<file path="src/design/duplicate_track_merge_macros.svh">
// Assertion macros for the duplicate track merge block.
`ifndef DUPLICATE_TRACK_MERGE_MACROS_SVH
`define DUPLICATE_TRACK_MERGE_MACROS_SVH
`ifndef NO_ASSERTIONS
`define DTM_ASSERT_IMP(label, clk, rst_n, ante, cons, msg) \
  label: assert property (@(posedge clk) disable iff (!rst_n) (ante) |-> (cons)) else $error(msg);
`define DTM_ASSERT_NXT(label, clk, rst_n, ante, cons, msg) \
  label: assert property (@(posedge clk) disable iff (!rst_n) (ante) |=> (cons)) else $error(msg);
`else
`define DTM_ASSERT_IMP(label, clk, rst_n, ante, cons, msg)
`define DTM_ASSERT_NXT(label, clk, rst_n, ante, cons, msg)
`endif
`endif

</file>
<file path="src/design/dtm_pkg.sv">
// ----------------------------------------------------------------------------
// dtm_pkg
// Types and constants shared by the duplicate track merge modules.
// ----------------------------------------------------------------------------
`timescale 1ns / 1ps
package dtm_pkg;

  // Configuration register indexes.
  localparam logic [2:0] REG_POS_GATE = 3'd0;
  localparam logic [2:0] REG_VEL_GATE = 3'd1;
  localparam logic [2:0] REG_AZ_GATE  = 3'd2;
  localparam logic [2:0] REG_PIT_GATE = 3'd3;
  localparam logic [2:0] REG_MIN_LIFE = 3'd4;

  localparam logic [15:0] POS_GATE_RST = 16'd160;
  localparam logic [15:0] VEL_GATE_RST = 16'd48;
  localparam logic [15:0] AZ_GATE_RST  = 16'd286;
  localparam logic [15:0] PIT_GATE_RST = 16'd214;
  localparam logic [15:0] MIN_LIFE_RST = 16'd3;

  // Commands from the controller to the datapath.
  typedef struct packed {
    logic load;       // store the input beat at the fill count
    logic rd;         // read the pair (i, j) from memory
    logic eval;       // registered pair data is valid; evaluate it
    logic emit;       // present the result for position i
    logic clear;      // end of list: clear flags and count
  } dtm_cmd_t;

  // Status from the datapath to the controller.
  typedef struct packed {
    logic full;       // store holds the maximum number of tracks
  } dtm_sts_t;

endpackage

</file>
<file path="src/design/dtm_ctrl.sv">
// ----------------------------------------------------------------------------
// dtm_ctrl
// Sequencer: loads tracks, walks all pairs i < j, then emits results.
// ----------------------------------------------------------------------------
`timescale 1ns / 1ps
`include "duplicate_track_merge_macros.svh"
module dtm_ctrl #(
  parameter int IW = 6,
  parameter int CW = 7
) (
  input  logic               clk,
  input  logic               rst_n,
  input  logic               start,
  input  logic               last,
  output logic               busy,
  input  logic [CW-1:0]      count,
  output dtm_pkg::dtm_cmd_t  cmd,
  output logic [IW-1:0]      idx_i,
  output logic [IW-1:0]      idx_j,
  output logic               out_valid,
  output logic               out_last
);

  typedef enum logic [4:0] {
    ST_IDLE = 5'b00001,
    ST_PAIR = 5'b00010,
    ST_EVAL = 5'b00100,
    ST_EMIT = 5'b01000,
    ST_DONE = 5'b10000
  } state_t;

  state_t state_r, state_nxt;
  logic [CW-1:0] i_r, i_nxt, j_r, j_nxt;
  logic [CW-1:0] n;
  logic go;

  assign n = count;
  assign go = start && !busy;
  assign busy = (state_r != ST_IDLE);
  assign idx_i = i_r[IW-1:0];
  assign idx_j = j_r[IW-1:0];

  // Next state and pair counters.
  always_comb begin
    state_nxt = state_r;
    i_nxt = i_r;
    j_nxt = j_r;
    cmd = '0;
    out_valid = 1'b0;
    out_last = 1'b0;
    case (state_r)
      ST_IDLE: begin
        cmd.load = go;
        if (go && last) begin
          state_nxt = ST_PAIR;
          i_nxt = '0;
          j_nxt = CW'(1);
        end
      end
      ST_PAIR: begin
        // n is final here; the count update of the last beat has landed.
        if (j_r >= n) begin
          if (i_r + CW'(2) >= n) begin
            state_nxt = (n == '0) ? ST_DONE : ST_EMIT;
            i_nxt = '0;
          end else begin
            i_nxt = i_r + 1'b1;
            j_nxt = i_r + CW'(2);
          end
        end else begin
          cmd.rd = 1'b1;
          state_nxt = ST_EVAL;
        end
      end
      ST_EVAL: begin
        cmd.eval = 1'b1;
        j_nxt = j_r + 1'b1;
        state_nxt = ST_PAIR;
      end
      ST_EMIT: begin
        cmd.emit = 1'b1;
        out_valid = 1'b1;
        out_last = (i_r + 1'b1 == n);
        i_nxt = i_r + 1'b1;
        if (out_last) state_nxt = ST_DONE;
      end
      ST_DONE: begin
        cmd.clear = 1'b1;
        state_nxt = ST_IDLE;
      end
      default: state_nxt = ST_IDLE;
    endcase
  end

  always_ff @(posedge clk) begin
    if (!rst_n) begin
      state_r <= ST_IDLE;
      i_r <= '0;
      j_r <= '0;
    end else begin
      state_r <= state_nxt;
      i_r <= i_nxt;
      j_r <= j_nxt;
    end
  end

  `DTM_ASSERT_IMP(a_emit_in_range, clk, rst_n, out_valid, i_r < n, "emit beyond count")
  `DTM_ASSERT_NXT(a_eval_after_rd, clk, rst_n, cmd.rd, state_r == ST_EVAL, "no eval after read")
  `DTM_ASSERT_IMP(a_pair_order, clk, rst_n, cmd.rd, i_r < j_r, "pair not ordered")
  `DTM_ASSERT_NXT(a_clear_idle, clk, rst_n, cmd.clear, !busy, "not idle after clear")

endmodule
</file>
<file path="config.mk">
export PLATFORM = sky130hd
export DESIGN_NAME = dtm_ctrl
export DESIGN_NICKNAME = d
export VERILOG_FILES = /design/src/design/dtm_pkg.sv /design/src/design/dtm_ctrl.sv
export VERILOG_INCLUDE_DIRS = /design/src /design/src/design
export SDC_FILE = /design/constraint.sdc
export NUM_CORES = 1
export LEC_CHECK = 0
export CORE_MARGIN = 2
export CORE_UTILIZATION = 53
export CTS_CLUSTER_DIAMETER = 150
export DETAILED_ROUTE_END_ITERATION = 8
export DONT_BUFFER_PORTS = 1
export PLACE_DENSITY = 0.72
export SETUP_SLACK_MARGIN = 0.4
export SYNTH_ARGS = -nofsm -noshare
export SYNTH_HDL_FRONTEND = slang
export SYNTH_SLANG_ARGS = --single-unit
</file>
<file path="constraint.sdc">
create_clock -name clk -period 5.5 [get_ports clk]
set_input_delay 1.65 -clock clk [delete_from_list [all_inputs] [get_ports clk]]
set_output_delay 1.65 -clock clk [all_outputs]
set_load 0.03 [all_outputs]
</file>
==> results of run 1 <==
## registers in the layout (all words and copies together) (netlist names)
signal,flops
i_r,7
j_r,7
state_r,5
## cells by family after synthesis
kind of cell	synth area share, %
AND/OR/NAND/NOR	26.02
adder cells (fa/ha/maj)	12.12
flip-flops	21.67
XOR/XNOR	6.486
buffers and inverters	12.90
AO/OA/AOI/OAI	20.81
## cell type report
class                           instances  area share, %
Inverter                               23          5.062
Sequential cell                        19          22.30
Multi-Input combinational cell        168          67.35
Timing Repair Buffer                    1         0.4402
Clock inverter                          1         0.2935
Tap cell                               44          3.228
Clock buffer                            3          1.321
## routing by layer
metal / GRT usage, % / vias to the layer above / routed length [um]
met5: 0 / - / 0
met2: 37.14 / 39 / 1848
met3: 4.412 / 6 / 269
met1: 28.66 / 697 / 1788
met4: 7.295 / 0 / 62
li1: - / 771 / -
## synth_stat cells (6+ instances only)
master,number
a21oi_1,15
dfxtp_1,19
o21ai_0,8
ha_1,17
a211oi_1,6
nand2_1,20
nand3_1,10
inv_1,22
nor2_1,11
xor2_1,6
nand2b_1,7
xnor2_1,7
buf_4,14
or3_1,9
o22ai_1,9
## cell usage in the layout (no fill, tap or decap), types with 3 or more instances in the layout
cell	count
nand2_1	20
o21ai_1	3
or3_1	9
o21ai_0	8
nor2b_1	3
a211oi_1	6
xor2_1	6
nand2b_1	7
xnor2_1	7
nand3_1	10
nor2_1	11
a21oi_1	15
nor3_1	4
dfxtp_1	19
clkbuf_4	3
ha_1	17
inv_1	22
o22ai_1	9
## worst min-delay path by stage
stage	slack, ps	cells past startpoint	start	to
after global placement	480	2	j_r[6]	j_r[6]
after floorplan	460	2	j_r[6]	j_r[6]
after global routing	530	2	j_r[6]	j_r[6]
after CTS	500	2	j_r[6]	j_r[6]
after detailed placement	480	2	j_r[6]	j_r[6]
final	500	2	j_r[6]	j_r[6]
## power groups by stage
stage | clock (mW) | sequential (mW) | combinational, mW
floorplan | 0 | 0.168 | 0.178
global placement | 0 | 0.193 | 0.167
detailed placement | 0 | 0.194 | 0.170
CTS | 0.0770 | 0.191 | 0.170
global route | 0.0814 | 0.192 | 0.191
finish | 0.0749 | 0.190 | 0.171
## worst max-delay path: cells and delay by family
| family | cells | cell delay, ps |
|---|---|---|
| simple gates | 3 | 770 |
| fa+ha+maj | 1 | 280 |
| buf+inv | 1 | 220 |
==> impl_metrics.tcl, run 1 <==
set metrics [dict create \
    status "finished, final reports clean" \
    grt_max_degree 16 \
    cts-buffers-inserted 3 \
    drv_cap 0 \
    ir_worst_vdd_uv 138.6 \
    vias_per_cell 5.842 \
    synth.area.top_cells "dfxtp_1 (22%), ha_1 (12%), buf_4 (6.0%)" \
    die_h_um 61.55 \
    clk_path_buf_depth 2 \
    postCtsSetupRepairBufs 0 \
    dp.cells 255 \
    clock-root-buffer "clkbuf_4" \
    critical_path_class "in2out" \
    intPower_mw 0.2366 \
    path_clk_slew_ps 120 \
    slew_viol_final 0 \
    clock_latency_ps 300 \
    firstDrtPassIters 4 \
    grt_antenna_before_repair 0 \
    yosysTopAreaCell "dfxtp_1" \
    r2r_cells 10 \
    ys.flop_type "dfxtp_1" \
    worstMarginPinSlew_ps 654.5 \
    start_kind "primary input" \
    synth_cell_types 45 \
    overflow 0 \
    syn_to_final_growth_pct -2.851 \
    die-area_um2 3788 \
    yosysWarnings 0 \
    rsz0062_at_grt "false" \
    yosysTopAreaCellShare_pct 21.67 \
    regArea_um2 380.4 \
    synth_cells 232 \
    synth_area_um2 1755 \
    drtIter0Drc 87 \
    endpoint_kind "primary output" \
    synth_edf_count 0 \
    ant_nets 0 \
    io_pins 31 \
    p_leak_nw 0.6555 \
    die_w_um 61.55 \
    p_total_mw 0.4356 \
    critPathMaxFanout 3 \
    ys_seq_elements 19 \
    vias 1513 \
    crit_chain "ha_1, nor4_1, nand4_1, or2_2, inv_1" \
    cts_resized 0 \
    seqPwrFrac_pct 43.6 \
    drive_gt1_share_pct 5.581 \
    place_ws_ps 930.3 \
    core_area_um2 3103 \
    critPathLaunch "count[0]" \
    finalCriticalPeriod_ps 4572 \
    port_buffers 0 \
    cts_tree "done" \
    relSlewSlack_pct 56.37 \
    skew_ps 5.025 \
    detail_route.wl_per_cell_um 15.32 \
    nets 244 \
    crit_slowest_cell "or2_2" \
    min_path_type "reg2reg" \
    place_area_um2 1678 \
    setup_viol 0 \
    fin_cells 259 \
    gp_congestion 0.9392 \
    grt_pass1_vias 1385 \
    async_flop_share_pct 0 \
    place_hpwl_um 3144 \
    antenna_cells 0 \
    ys_seq_area_share_pct 21.67 \
    cp.required_ps 3850 \
    cts.sinks 19 \
    synth_fp_nets 260 \
    power.share.combinational_pct 39.2 \
    post-route-util_pct 54.96 \
    rrSetupSlack_ps 2350 \
    netSwitchingFraction_pct 45.70 \
    hold_buffers 0 \
    drc 0 \
    multiInputGateArea_um2 1149 \
    syn_area_per_cell_um2 7.567 \
    r2r_end "i_r[1]" \
    cts_max_level 1 \
    setup_ws_ps 927.6 \
    finalInstanceArea_um2 1705 \
    timing.rr.start "i_r[1]" \
    pwr_density_cell_nw_per_um2 255.4 \
    fin_setup_tns_ps 0 \
    fill_cells 323 \
    p_sw_mw 0.1991 \
    crit_arrival_ps 2920 \
    fmax_ghz 0.2187 \
    drt_wl_total_um 3968 \
    timing.critical_path.to "out_last" \
    fin_hold_ws_ps 496.8 \
    finalHoldViolCount 0 \
    fin_crit_sh_pct 83.13 \
    placementRows 20 \
    critPathMaxStageDelay_ps 310 \
    grt_pass1_wl_um 6265 \
    start_util_pct 56.57 \
    p_clk_share_pct 17.2 \
    gr-usage-all-layers_pct 22.26 \
]
No activity file was read; power rests on OpenSTA's default activity.
==> run 2, diff against run 1 <==
Settings changed: PLACE_DENSITY 0.72 to 0.75.
Clock period 5.5 ns to 3.9 ns, I/O delays scaled along.
==> impl_metrics.tcl, run 2 (synthesis results as in run 1) <==
set metrics [dict create \
    status "finished, final reports clean" \
    setup_viol 0 \
    reg.largest.list "i_r x7, j_r x7, state_r x5" \
    final_cell_mix "inv_1 (21), nand2_1 (20), ha_1 (16)" \
    drtIter0Drc 110 \
    cts-buffers-inserted 3 \
    gp_congestion 0.9388 \
    fill_cells 317 \
    cts_max_level 1 \
    path_buf_inv 1 \
    rrSetupSlack_ps 1090 \
    crit_arrival_ps 2270 \
    final_common_cell "inv_1" \
    hold_end "j_r[6]" \
    worstMarginPinSlew_ps 609.5 \
    finalCriticalPeriod_ps 3436 \
    drv_cap 0 \
    crit_slowest_cell "or2_4" \
    placementRows 20 \
    critPathMaxFanout 3 \
    post-route-util_pct 56.41 \
    path_clk_slew_ps 120 \
    critical_path_class "in2out" \
    r2r_cells 9 \
    clock-root-buffer "clkbuf_4" \
    min_path_type "reg2reg" \
    relSlewSlack_pct 59.37 \
    syn_to_final_growth_pct -0.2851 \
    fmax_ghz 0.2911 \
    port_buffers 0 \
    start_util_pct 56.57 \
    finalHoldViolCount 0 \
    timing.rr.start "i_r[5]" \
    die_h_um 61.55 \
    die_w_um 61.55 \
    nets 247 \
    clock_latency_ps 300 \
    grt_pass1_wl_um 6768 \
    die-area_um2 3788 \
    cts_tree "done" \
    ant_nets 0 \
    gr-usage-all-layers_pct 24.09 \
    hold_buffers 0 \
    cp.required_ps 2730 \
    grt_antenna_before_repair 0 \
    place_hpwl_um 3171 \
    vias 1582 \
    antenna_cells 0 \
    whs_path_depth 2 \
    pwr_density_cell_nw_per_um2 353.0 \
    crit_chain "xor2_1, xnor2_1, nor4_2, nand4_1, or2_4, inv_4" \
    p_leak_nw 0.6672 \
    grt_max_degree 16 \
    fin_setup_tns_ps 0 \
    endpoint_kind "primary output" \
    ir_worst_vdd_uv 230.7 \
    drive_gt1_share_pct 9.633 \
    core_area_um2 3103 \
    critPathTopFamily "simple AND/OR/NAND/NOR gates" \
    rsz0062_at_grt "false" \
    grt_pass1_vias 1506 \
    firstDrtPassIters 4 \
    cts.sinks 19 \
    slew_viol_final 0 \
    io_pins 31 \
    fin_hold_ws_ps 497.9 \
    overflow 0 \
    hp-start "j_r[6]" \
    clk_path_buf_depth 2 \
    critPathMaxStageDelay_ps 280 \
    vias_per_cell 6.038 \
    r2r_end "i_r[1]" \
    postCtsSetupRepairBufs 0 \
    fin_crit_sh_pct 88.10 \
    drt_wl_total_um 4101 \
    drc 0 \
    start_kind "primary input" \
    detail_route.wl_per_cell_um 15.65 \
    skew_ps 2.877 \
]
-- run 2: changes by cell type in the layout (fill, tap and decap cells not counted), moves of 2 or more --
cell     change
dfxtp_1      -4
buf_4        +3
dfxtp_2      +2
dfxtp_4      +2
-- run 2: worst max-delay path by stage --
stage | slack, ps | startpoint | depth (start not counted) | endpoint
after floorplan | 400 | count[0] | 5 | out_last
after global placement | 300 | count[0] | 5 | out_last
after detailed placement | 300 | count[0] | 5 | out_last
after CTS | 440 | count[5] | 6 | out_last
after global routing | 400 | i_r[2] | 7 | out_last
final | 460 | count[5] | 6 | out_last
-- run 2: layer usage --
layer	vias to the layer above	track usage, %	wire (um)
met5	-	0	0
met4	0	7.599	82
met3	10	3.782	281
met2	53	38.65	1868
met1	739	33.08	1869
li1	780	-	-
-- run 2: what timing repair did --
item / CTS / global route
endpoints found under the hold margin: 0 / 0
setup endpoints to repair: 1 / 1
pin swaps: 2 / 0
resized for setup: 7 / 4
-- run 2: worst register-to-register path, cell delays in order, from the launching register on --
cell     delay [ps]
dfxtp_1         650
nand2_1         130
nor2_1          130
xor2_1          220
ha_1            290
nor2b_1         140
or3_1           390
o21ai_4         280
or3b_1          390
a21oi_2         130
-- run 2: stage by stage --
step / total power [mW] / instance area, um^2 / instances / setup slack [ps]
global placement: 0.5081 / 1700 / 258 / 303.9
global route: 0.6654 / 1750 / 262 / 404.1
floorplan: 0.4890 / 1755 / 232 / 404.3
detailed placement: 0.5142 / 1700 / 258 / 299.2
CTS: 0.6169 / 1738 / 262 / 439.3
finish: 0.6180 / 1750 / 262 / 464.2
-- run 2: final cells by class --
type / instances / area (um^2) / area share (%)
Multi-Input combinational cell: 168 / 1160 / 66.26
Clock buffer: 4 / 26.28 / 1.501
Inverter: 23 / 88.84 / 5.075
Tap cell: 44 / 55.05 / 3.145
Timing Repair Buffer: 4 / 30.03 / 1.716
Sequential cell: 19 / 390.4 / 22.30
-- run 2: power breakdown --
part	switching (mW)	leakage [nW]	total [mW]	internal, mW
Clock	0.0669	0.0150	0.107	0.0398
Combinational	0.162	0.495	0.246	0.0836
Sequential	0.0527	0.157	0.265	0.212
Total	0.282	0.667	0.618	0.336
